<file path="src/sv/prod_pkg.sv">
// Shared types, constants and button remap for the pad report origin decoder.
package prod_pkg;

  localparam int DEFAULT_NUM_PORTS = 4;
  localparam int PORT_W            = 2;
  localparam int BUTTONS_W         = 13;
  localparam logic [7:0] PRESENT_MASK = 8'h30;
  localparam logic signed [8:0] STICK_MAX = 9'sd127;
  localparam logic signed [8:0] STICK_MIN = -9'sd128;

  typedef struct packed {
    logic [PORT_W-1:0] port;
    logic [7:0]        status;
    logic [7:0]        btn_lo;
    logic [7:0]        btn_hi;
    logic [7:0]        raw_stick_x;
    logic [7:0]        raw_stick_y;
    logic [7:0]        raw_sub_x;
    logic [7:0]        raw_sub_y;
    logic [7:0]        raw_trig_l;
    logic [7:0]        raw_trig_r;
  } record_t;

  // Rest position of one port: four stick bytes then two trigger bytes.
  typedef struct packed {
    logic [7:0] stick_x;
    logic [7:0] stick_y;
    logic [7:0] sub_x;
    logic [7:0] sub_y;
    logic [7:0] trig_l;
    logic [7:0] trig_r;
  } origin_t;

  typedef struct packed {
    logic [PORT_W-1:0]    out_port;
    logic                 present;
    logic [BUTTONS_W-1:0] buttons;
    logic signed [7:0]    stick_x;
    logic signed [7:0]    stick_y;
    logic signed [7:0]    sub_x;
    logic signed [7:0]    sub_y;
    logic [7:0]           trig_l;
    logic [7:0]           trig_r;
  } result_t;

  // Low byte: A,B,X,Y -> 8..11, d-pad left,right,down,up -> 0..3.
  // High byte: start -> 12, Z,R,L -> 4..6. Bit 7 stays clear.
  function automatic logic [BUTTONS_W-1:0] map_buttons(input logic [7:0] lo,
                                                        input logic [7:0] hi);
    return {hi[0], lo[3:0], 1'b0, hi[3:1], lo[7:4]};
  endfunction

endpackage

</file>
<file path="src/sv/prod_if.sv">
// Valid/ready channel interfaces for port records and decoded results.
interface prod_in_if;
  logic                          valid;
  logic                          ready;
  logic [prod_pkg::PORT_W-1:0]   port;
  logic [7:0]                    status;
  logic [7:0]                    btn_lo;
  logic [7:0]                    btn_hi;
  logic [7:0]                    raw_stick_x;
  logic [7:0]                    raw_stick_y;
  logic [7:0]                    raw_sub_x;
  logic [7:0]                    raw_sub_y;
  logic [7:0]                    raw_trig_l;
  logic [7:0]                    raw_trig_r;

  modport source (output valid, port, status, btn_lo, btn_hi, raw_stick_x, raw_stick_y,
                  raw_sub_x, raw_sub_y, raw_trig_l, raw_trig_r, input ready);
  modport sink   (input valid, port, status, btn_lo, btn_hi, raw_stick_x, raw_stick_y,
                  raw_sub_x, raw_sub_y, raw_trig_l, raw_trig_r, output ready);
  modport mon    (input valid, ready, port, status, btn_lo, btn_hi, raw_stick_x,
                  raw_stick_y, raw_sub_x, raw_sub_y, raw_trig_l, raw_trig_r);
endinterface

interface prod_out_if;
  logic                             valid;
  logic                             ready;
  logic [prod_pkg::PORT_W-1:0]      out_port;
  logic                             present;
  logic [prod_pkg::BUTTONS_W-1:0]   buttons;
  logic signed [7:0]                stick_x;
  logic signed [7:0]                stick_y;
  logic signed [7:0]                sub_x;
  logic signed [7:0]                sub_y;
  logic [7:0]                       trig_l;
  logic [7:0]                       trig_r;

  modport source (output valid, out_port, present, buttons, stick_x, stick_y, sub_x, sub_y,
                  trig_l, trig_r, input ready);
  modport sink   (input valid, out_port, present, buttons, stick_x, stick_y, sub_x, sub_y,
                  trig_l, trig_r, output ready);
  modport mon    (input valid, ready, out_port, present, buttons, stick_x, stick_y, sub_x,
                  sub_y, trig_l, trig_r);
endinterface

</file>
<file path="src/sv/prod_calc.sv">
// Combinational decode of one port record against the port's stored origin.
module prod_calc (
  input  prod_pkg::record_t rec,
  input  prod_pkg::origin_t org,
  input  logic              org_valid,
  input  logic              port_ok,
  output logic              present,
  output prod_pkg::result_t res
);

  prod_pkg::origin_t raw_org;
  prod_pkg::origin_t eff;

  function automatic logic signed [7:0] stick_delta(input logic [7:0] v,
                                                    input logic [7:0] o);
    logic signed [8:0] d;
    d = $signed({1'b0, v}) - $signed({1'b0, o});
    if (d > prod_pkg::STICK_MAX)      return prod_pkg::STICK_MAX[7:0];
    else if (d < prod_pkg::STICK_MIN) return prod_pkg::STICK_MIN[7:0];
    else                              return d[7:0];
  endfunction

  function automatic logic [7:0] trig_delta(input logic [7:0] v, input logic [7:0] o);
    return (v > o) ? 8'(v - o) : 8'd0;
  endfunction

  assign raw_org = '{stick_x: rec.raw_stick_x, stick_y: rec.raw_stick_y,
                     sub_x: rec.raw_sub_x, sub_y: rec.raw_sub_y,
                     trig_l: rec.raw_trig_l, trig_r: rec.raw_trig_r};

  // First present record after an absence becomes its own origin.
  assign eff     = org_valid ? org : raw_org;
  assign present = port_ok && ((rec.status & prod_pkg::PRESENT_MASK) != 8'h00);

  always_comb begin
    res          = '0;
    res.out_port = rec.port;
    if (present) begin
      res.present = 1'b1;
      res.buttons = prod_pkg::map_buttons(rec.btn_lo, rec.btn_hi);
      res.stick_x = stick_delta(rec.raw_stick_x, eff.stick_x);
      res.stick_y = stick_delta(rec.raw_stick_y, eff.stick_y);
      res.sub_x   = stick_delta(rec.raw_sub_x, eff.sub_x);
      res.sub_y   = stick_delta(rec.raw_sub_y, eff.sub_y);
      res.trig_l  = trig_delta(rec.raw_trig_l, eff.trig_l);
      res.trig_r  = trig_delta(rec.raw_trig_r, eff.trig_r);
    end
  end

endmodule

</file>
<file path="src/sv/pad_report_origin_decoder_top.sv">
// Top level of the pad report origin decoder: origin store and result register.
//
// Channels: "in" carries one controller-port record per transfer (port, status,
// two button bytes, four stick bytes, two trigger bytes); "out" carries one
// decoded result per record, in order. Both are valid/ready; a transfer
// happens on a rising edge with valid and ready high.
// Latency: the result of a record is offered on the cycle after its transfer.
// Throughput: one record per cycle while out.ready stays high. The whole decode (origin select, four
// saturating subtracts, two clamped subtracts, button remap) sits between the
// input pins and the single result register.
// The per-port origin lives in flip-flops: a valid bit and six bytes per port.
// A present record on a port with no valid origin captures its own analog
// bytes as origin and so reports zero deltas; an absent record drops the
// origin. Records for ports at or above NUM_PORTS report absent and leave
// all origins alone.
// Reset (synchronous, active high) empties the result register and clears
// every origin valid bit; origin bytes themselves need no reset.
// Receiver stall: the result holds steady while out.ready is low, and in.ready
// follows (!out.valid || out.ready), so a record is still taken in the very
// cycle a pending result leaves.
module pad_report_origin_decoder_top #(
  parameter int NUM_PORTS = prod_pkg::DEFAULT_NUM_PORTS
) (
  input  logic           clk,
  input  logic           rst,
  prod_in_if.sink        in,
  prod_out_if.source     out
);

  localparam int IDX_W = (NUM_PORTS > 1) ? $clog2(NUM_PORTS) : 1;

  prod_pkg::record_t rec;
  prod_pkg::result_t res_next;
  prod_pkg::result_t res;
  prod_pkg::origin_t origin [NUM_PORTS];
  logic [NUM_PORTS-1:0] origin_valid;
  logic                 out_valid;
  logic                 take;
  logic                 port_ok;
  logic                 present;
  logic [IDX_W-1:0]     idx;

  assign rec = '{port: in.port, status: in.status, btn_lo: in.btn_lo, btn_hi: in.btn_hi,
                 raw_stick_x: in.raw_stick_x, raw_stick_y: in.raw_stick_y,
                 raw_sub_x: in.raw_sub_x, raw_sub_y: in.raw_sub_y,
                 raw_trig_l: in.raw_trig_l, raw_trig_r: in.raw_trig_r};

  // Output register frees whenever its content leaves.
  assign in.ready = !out_valid || out.ready;
  assign take     = in.valid && in.ready;

  // Ports beyond the store are never written; idx only matters when port_ok.
  assign port_ok = 32'(rec.port) < NUM_PORTS;
  assign idx     = IDX_W'(rec.port);

  prod_calc u_calc (
    .rec       (rec),
    .org       (origin[idx]),
    .org_valid (origin_valid[idx]),
    .port_ok   (port_ok),
    .present   (present),
    .res       (res_next)
  );

  // Origin bookkeeping: drop on absence, capture on first presence.
  always_ff @(posedge clk) begin
    if (rst) begin
      origin_valid <= '0;
    end else if (take && port_ok) begin
      if (!present) begin
        origin_valid[idx] <= 1'b0;
      end else if (!origin_valid[idx]) begin
        origin_valid[idx] <= 1'b1;
      end
    end
  end

  always_ff @(posedge clk) begin
    if (take && port_ok && present && !origin_valid[idx]) begin
      origin[idx] <= '{stick_x: rec.raw_stick_x, stick_y: rec.raw_stick_y,
                       sub_x: rec.raw_sub_x, sub_y: rec.raw_sub_y,
                       trig_l: rec.raw_trig_l, trig_r: rec.raw_trig_r};
    end
  end

  // Result register.
  always_ff @(posedge clk) begin
    if (rst) begin
      out_valid <= 1'b0;
    end else if (in.ready) begin
      out_valid <= in.valid;
    end
  end

  always_ff @(posedge clk) begin
    if (take) begin
      res <= res_next;
    end
  end

  assign out.valid    = out_valid;
  assign out.out_port = res.out_port;
  assign out.present  = res.present;
  assign out.buttons  = res.buttons;
  assign out.stick_x  = res.stick_x;
  assign out.stick_y  = res.stick_y;
  assign out.sub_x    = res.sub_x;
  assign out.sub_y    = res.sub_y;
  assign out.trig_l   = res.trig_l;
  assign out.trig_r   = res.trig_r;

endmodule

</file>
<file path="src/flat_wrapper.sv">
// flat-port wrapper written by rule: the top's interface ports become plain ports
module pad_report_origin_decoder_top_flat 
#(
  parameter int NUM_PORTS = prod_pkg::DEFAULT_NUM_PORTS
)
  (clk, rst, in_valid, in_port, in_status, in_btn_lo, in_btn_hi, in_raw_stick_x, in_raw_stick_y, in_raw_sub_x, in_raw_sub_y, in_raw_trig_l, in_raw_trig_r, in_ready, out_valid, out_out_port, out_present, out_buttons, out_stick_x, out_stick_y, out_sub_x, out_sub_y, out_trig_l, out_trig_r, out_ready);
  prod_in_if in_i ();
  prod_out_if out_i ();
  input  logic clk;
  input  logic rst;
  input wire logic [$bits(in_i.valid)-1:0] in_valid;
  input wire logic [$bits(in_i.port)-1:0] in_port;
  input wire logic [$bits(in_i.status)-1:0] in_status;
  input wire logic [$bits(in_i.btn_lo)-1:0] in_btn_lo;
  input wire logic [$bits(in_i.btn_hi)-1:0] in_btn_hi;
  input wire logic [$bits(in_i.raw_stick_x)-1:0] in_raw_stick_x;
  input wire logic [$bits(in_i.raw_stick_y)-1:0] in_raw_stick_y;
  input wire logic [$bits(in_i.raw_sub_x)-1:0] in_raw_sub_x;
  input wire logic [$bits(in_i.raw_sub_y)-1:0] in_raw_sub_y;
  input wire logic [$bits(in_i.raw_trig_l)-1:0] in_raw_trig_l;
  input wire logic [$bits(in_i.raw_trig_r)-1:0] in_raw_trig_r;
  output wire logic [$bits(in_i.ready)-1:0] in_ready;
  output wire logic [$bits(out_i.valid)-1:0] out_valid;
  output wire logic [$bits(out_i.out_port)-1:0] out_out_port;
  output wire logic [$bits(out_i.present)-1:0] out_present;
  output wire logic [$bits(out_i.buttons)-1:0] out_buttons;
  output wire logic [$bits(out_i.stick_x)-1:0] out_stick_x;
  output wire logic [$bits(out_i.stick_y)-1:0] out_stick_y;
  output wire logic [$bits(out_i.sub_x)-1:0] out_sub_x;
  output wire logic [$bits(out_i.sub_y)-1:0] out_sub_y;
  output wire logic [$bits(out_i.trig_l)-1:0] out_trig_l;
  output wire logic [$bits(out_i.trig_r)-1:0] out_trig_r;
  input wire logic [$bits(out_i.ready)-1:0] out_ready;
  assign in_i.valid = in_valid;
  assign in_i.port = in_port;
  assign in_i.status = in_status;
  assign in_i.btn_lo = in_btn_lo;
  assign in_i.btn_hi = in_btn_hi;
  assign in_i.raw_stick_x = in_raw_stick_x;
  assign in_i.raw_stick_y = in_raw_stick_y;
  assign in_i.raw_sub_x = in_raw_sub_x;
  assign in_i.raw_sub_y = in_raw_sub_y;
  assign in_i.raw_trig_l = in_raw_trig_l;
  assign in_i.raw_trig_r = in_raw_trig_r;
  assign in_ready = in_i.ready;
  assign out_valid = out_i.valid;
  assign out_out_port = out_i.out_port;
  assign out_present = out_i.present;
  assign out_buttons = out_i.buttons;
  assign out_stick_x = out_i.stick_x;
  assign out_stick_y = out_i.stick_y;
  assign out_sub_x = out_i.sub_x;
  assign out_sub_y = out_i.sub_y;
  assign out_trig_l = out_i.trig_l;
  assign out_trig_r = out_i.trig_r;
  assign out_i.ready = out_ready;
  pad_report_origin_decoder_top #(.NUM_PORTS(NUM_PORTS)) u_core (.clk(clk), .rst(rst), .in(in_i), .out(out_i));
endmodule
</file>
<file path="config.mk">
export PLATFORM = sky130hd
export DESIGN_NAME = pad_report_origin_decoder_top_flat
export DESIGN_NICKNAME = d
export VERILOG_FILES = /design/src/sv/prod_pkg.sv /design/src/sv/prod_if.sv /design/src/sv/prod_calc.sv /design/src/sv/pad_report_origin_decoder_top.sv /design/src/flat_wrapper.sv
export SDC_FILE = /design/constraint.sdc
export NUM_CORES = 1
export LEC_CHECK = 0
export BUFFER_PORTS_ARGS = -buffer_cell sky130_fd_sc_hd__buf_2
export CORE_MARGIN = 3
export CORE_UTILIZATION = 45
export CTS_BUF_LIST = sky130_fd_sc_hd__clkbuf_16
export DETAILED_ROUTE_END_ITERATION = 16
export GPL_TIMING_DRIVEN = 0
export PLACE_DENSITY_LB_ADDON = 0.08
export SYNTH_ARGS = -nofsm -noshare
export SYNTH_HDL_FRONTEND = slang
export SYNTH_SLANG_ARGS = --single-unit
</file>
<file path="constraint.sdc">
create_clock -name clk -period 4.4 [get_ports clk]
set_input_delay 0.44 -clock clk [delete_from_list [all_inputs] [get_ports clk]]
set_output_delay 0.44 -clock clk [all_outputs]
set_load 0.02 [all_outputs]
</file>
### Word level (Yosys, flattened, before mapping)

Memory sizes are Yosys's and may differ from the RTL's.
Cells that the tools add are included.

* bitwise logic cells: 4
* divide/modulo/power cells: 0
* multiplexer cells: 20
* multiply operators: 0
* add/sub/neg operators: 6
* shift-type cells: 0
* reduce and logical (&&, ||, !) cells: 15
* eq/ne operators: 1
* magnitude comparators: 12

Operators with widths (number)
* 8-bit two-way mux: 10
* 62-bit two-way mux: 1
* 48-bit two-way mux: 1
* 9-bit by 8-bit greater-than comparator with 1-bit output, second input constant: 4
* 9-bit by 8-bit less-than comparator with 1-bit output, second input constant: 4
* 8-bit by 8-bit subtractor with 9-bit output: 4
* 8-bit greater-than comparator: 2
* 8-bit subtractor: 2
* 4-bit two-way mux: 2
* 8-bit nonzero test: 1
* 2-bit OR reduction: 4
* 2-bit AND reduction: 3
* 4-bit bitwise AND: 1
* 1-bit logical AND: 4
* 1-bit two-way mux: 4
* 4-bit inverter: 1
* 4-bit OR: 1
* 2-bit by 3-bit less-than comparator with 1-bit output, second input constant: 1
* 1-bit binary-select mux with 2-bit select: 1
* 1-bit demux with 2-bit select: 1
* 2-bit by 1-bit greater-or-equal comparator with 1-bit output, second input constant: 1
* 1-bit zero test: 2
* 2-bit != test, second input constant: 1
* 1-bit logical OR: 1
* 1-bit inverter: 1

* latch bits: 0
* word-level logic and storage cells: 75
* output and inout port bits: 66
* input port bits: 78
* memories kept: 1
* register bits: 69
* memory bits (writable): 192
* ROM bits: 0

Memory list
* u_core.origin: depth 4, bits a word 48, read ports 1, clocked after Yosys merged registers in 0, wr ports 1, line pad_report_origin_decoder_top.sv:35 `prod_pkg::origin_t origin [NUM_PORTS];`

### Depth between registers and ports, before layout

* depth in word-level cells: 8
* depth in mapped cells: 16
* gate-level depth less buffers: 12

### Hierarchy

A second synthesis with hierarchy kept.

* cells, all modules: 762
* area, all modules: 12463.2 um^2

Modules (own cells, without submodules)
* pad_report_origin_decoder_top: seq. area each 7787.5 um^2, area each 9147.5 um^2, cells each 348, times used 1
* prod_calc: seq. area each 0.0 um^2, area each 3315.7 um^2, cells each 414, times used 1

### Worst setup path before layout

No wires, ideal clock.

* path type: input port to flip-flop
* from: input port in_port[0]
* to: memory u_core.origin[3][0] (netlist bit) (enable)
* cell stages on the path: 4
* path slack: 0.307 ns
* arrival: 3.638 ns
* path buffers: 1
* required time: 3.945 ns
* library setup time: 0.455 ns
* cell sequence: buf_2 mux4_2 or3_1 nor2_1

* cells in the longest elaborated chain, start to end: 6

RTL lines
* from (decl): line flat_wrapper.sv:12 `input wire logic [$bits(in_i.port)-1:0] in_port;`
* 1-bit binary-select mux with 2-bit select: line pad_report_origin_decoder_top.sv:79 `if (take && port_ok && present && !origin_valid[idx]) begin`
* 1-bit two-way mux (implied by the code): line pad_report_origin_decoder_top.sv:79
* 1-bit zero test
* 1-bit logical AND: line pad_report_origin_decoder_top.sv:79
* 1-bit two-way mux: line pad_report_origin_decoder_top.sv:79
* 1-bit two-way mux (implied by the code): line pad_report_origin_decoder_top.sv:80 `origin[idx] <= '{stick_x: rec.raw_stick_x, stick_y: rec.raw_stick_y,`
* to (decl): line pad_report_origin_decoder_top.sv:35

Parallel ways exist; a longest one is shown, timed or not. The select of a mux whose other input is x is not followed.

### Final worst setup path

* from: input port in_port[1]
* to: register u_core.res, in the netlist u_core.out.sub_y[6] (data pin)

* cells in the longest elaborated chain, start to end: 7
* elaborated cells between the ends (all ways): 9
* classes of those cells: 1 x add/sub; 2 x order compare; 5 x mux; 1 x memory

RTL lines
* 1-bit binary-select mux with 2-bit select: line pad_report_origin_decoder_top.sv:59 `.org_valid (origin_valid[idx]),`
* 1-bit two-way mux (implied by the code): line pad_report_origin_decoder_top.sv:59
* 48-bit two-way mux *: line prod_calc.sv:32 `assign eff = org_valid ? org : raw_org;`
* 8-bit by 8-bit subtractor with 9-bit output *: line prod_calc.sv:17 `d = $signed({1'b0, v}) - $signed({1'b0, o});`
* 9-bit by 8-bit less-than comparator with 1-bit output: line prod_calc.sv:19 `else if (d < prod_pkg::STICK_MIN) return prod_pkg::STICK_MIN[7:0];`
* 8-bit two-way mux: line prod_calc.sv:19
* 8-bit two-way mux *: line prod_calc.sv:18 `if (d > prod_pkg::STICK_MAX) return prod_pkg::STICK_MAX[7:0];`
* to (signal assigned): line pad_report_origin_decoder_top.sv:97 `res <= res_next;`
* to (decl): line pad_report_origin_decoder_top.sv:34 `prod_pkg::result_t res;`

Every way passes the cells marked *; elsewhere a longest branch is shown, timed or not. The select of a mux whose other input is x is not followed.
A chain may end at the register's enable or synchronous reset.

==> out/qor.txt <==
synth top area cells -> edfxtp_1, mux4_2, ha_1, mux2i_1, a21oi_1
Worst Hold Class -> input pin to register
Mapped Cells -> 820
Max Slew Vio Count -> 0
Worst path slowest cell -> buf_2
GP Congestion -> 0.8291
Seq/Total Area, Yosys -> 0.6243
Post-Syn Area -> 12430 sq um
Period minus WS final -> 4.096 ns
DRT antenna net count -> 0
Net Count, Synth -> 960
CP max stage delay -> 0.51 ns
GR Util met3 -> 0.02881
cell taking the most area after synthesis -> edfxtp_1
Clock Path Buffers -> 3
syn_area_per_cell -> 15.15 sq um
IO Count -> 144
total track usage -> 0.1806
Relative slew margins -> 0.1727
Final HPWL DP -> 17820 um
TritonRoute pass-1 iters -> 5
final instance area -> 14580 sq um
row count -> 60
postcts setup bufs -> 0
endpoints failing setup -> 0
Clock Skews -> 0.01506 ns
fmax -> 244.2 MHz
Max FO, Critical Path -> 10
via count -> 7480
pre-CTS setup slack -> -0.5516 ns
placed cell areas -> 13640 sq um
Yosys reg bits -> 260
critical path type -> input pin to register
CTS tree -> yes
Fin. Hold Viols -> 0
PwrDens -> 424.7 nW/um^2
Simple-Gate Fraction of Synth Area -> 0.06928
post-synthesis mux area share -> 0.1226
Clock transition at path regs -> 0.06 ns
Starting DRT DRC Count -> 472
Yosys cell types -> 60
Synth Area in Compound Gates -> 0.08066
PortBufs -> 132
period utilisation layout -> 0.9309
endpoint class of the critical path -> register
main combinational cell family by area after synthesis -> multiplexers
wirelength, routed -> 26630 um
Commonest cells post-synth -> edfxtp_1, ha_1, mux4_2
Critical Path Start Type -> input pin
core area -> 27030 sq um
first-pass GRT wire length -> 41490 um
vias in the first global route -> 7379
global routing usage on met1 -> 0.2574
Async S/R FF share, synth -> 0
met2 usage -> 0.2986
initial antenna violation count -> 2
Seq. cell area -> 7757 sq um
top-area cell type share of the netlist area -> 0.6163
adder-cell share of the synthesized area -> 0.07089
post-cts hold buffer count -> 0
RSZ-0062 raised after global routing -> no
diodes inserted -> 0
grt total ovfl -> 0
placed insts -> 1298
data arrival time of the critical path -> 4.34 ns
drt via density -> 5.545
Req. time, crit path -> 4.65 ns
Nets -> 1127
status -> finished clean
Die Ht -> 172.2 um
DRC -> 0
XOR/XNOR share of the synthesized area -> 0.01339
most numerous cell in the Yosys netlist -> edfxtp_1
Final WS setup -> 0.3042 ns
Initial Util -> 0.4598
latest clock arrival within the worst-skew pair -> 0.54 ns
total clock sinks -> 260
CTS Buf Count -> 28
layout cells sized above 1 -> 0.2490
area grow syn2layout -> 17.37%
DIE WIDTH -> 172.2 um
Filler Cell Count -> 2231
grt peak-use layer -> met2
multi-input logic area -> 4489 sq um
Synth Warn # -> 0
die area -> 29640 sq um
LEAKAGE -> 0.005291 uW
Worst IR Drop VDD -> 242.9 uV
crit path buf inv count -> 4
CP cell instances -> buf_2 > clkbuf_1 > mux4_2 > clkbuf_1 > buf_2 > mux2i_1 > ha_1 > nor2b_1 > o31a_1 > o41ai_4 > o21ai_0 > o311ai_0 > a21oi_1
htree depth -> 1
Root Driver -> clkbuf_16
number of flops mapped to enable cells by yosys -> 255
post-route insts no fill -> 1349
flop2flop setup slack -> 0.40 ns
Post-synth top flop -> edfxtp_1
delay-heaviest family, CP -> buffers and inverters
Routed WL per cell -> 19.74 um
total power -> 6194 uW
Slew @ Worst Pin -> 1.236 ns
pin count of the biggest net entering global routing -> 65
Max-Cap Viols -> 0
==> worst paths after layout <==
check | from | end | depth (start not counted)
worst max-delay path | in_port[1] | u_core.out.sub_y[6]$_SDFFCE_PP0P_ | 13
worst min-delay path | in_port[1] | u_core.out.out_port[1]$_DFFE_PP_ | 1
worst max register to register | register | u_core.out.sub_y[6]$_SDFFCE_PP0P_ | 11
worst min register to register | register | register | 2
==> layout by cell type (no fill, tap or decap), types with 6 or more instances in the layout <==
cell       count
and3_1         6
maj3_1         6
nor3_1        18
fa_1           6
o21a_1        13
clkbuf_1      17
edfxtp_1     255
o21bai_1       7
nor2b_1       13
a211oi_1       6
mux4_2        49
mux2i_1       42
clkinv_1       7
ha_1          56
nor2_1        44
a21oi_1       45
clkbuf_16     29
o21ai_0       35
buf_2        139
nand2b_1      11
nand3_1        9
xnor2_1       10
inv_1         34
and2_1        12
xor2_1         9
nand2_1       30
==> through the flow <==
| stage | setup TNS (ns) | util | hold WS, ns |
|---|---|---|---|
| finish | 0 | 0.5396 | 0.1056 |
| global route | 0 | 0.5396 | 0.09644 |
| CTS | 0 | 0.5380 | 0.07567 |
| detailed placement | -14.16 | 0.5046 | 0.4816 |
| global placement | -107.99 | 0.5000 | 0.4580 |
| floorplan | 0 | - | 0.4393 |
==> layer usage <==
metal,vias to the layer above,wire (um)
met4,4,424
li1,3562,-
met3,43,1215
met1,3741,12320
met2,130,12650
met5,-,23
==> kinds of logic (layout without fill, tap and decap cells) <==
kind of cell / count (synthesis) / count (layout)
AO/OA/AOI/OAI: 153 / 153
AND/OR/NAND/NOR: 170 / 170
flip-flops: 260 / 260
adder cells (fa/ha/maj): 68 / 68
XOR/XNOR: 19 / 19
other: 1 / 1
buffers and inverters: 58 / 246
multiplexers: 91 / 91
==> timing repair <==
action,CTS,global route
endpoints found under the hold margin,0,0
gates resized for setup,0,8
setup endpoints to repair,0,34
==> flip-flops by register name (all words and copies together) (netlist names), named ones only <==
signal,count
u_core.out.present,1
u_core.out.trig_l,8
u_core.out.sub_x,8
u_core.out.trig_r,8
u_core.out.valid,1
u_core.out.out_port,2
u_core.origin,192
u_core.out.sub_y,8
u_core.out.stick_y,8
u_core.out.buttons,12
u_core.out.stick_x,8
==> area by class of cell <==
cell class	instances	share of cell area
flip-flops and latches	260	0.5319
multi-input cells	502	0.3078
repair buffers	137	0.05319
clock buffers	29	0.04976
well taps	341	0.02926
clock inverters	22	0.01201
inverters	31	0.008150
plain buffers	27	0.007893
==> power breakdown <==
group / internal (uW) / switching, uW
logic: 402 / 607
clock network: 1360 / 926
registers: 2880 / 25.0
total: 4640 / 1560
(Power assumes the default switching activity.)
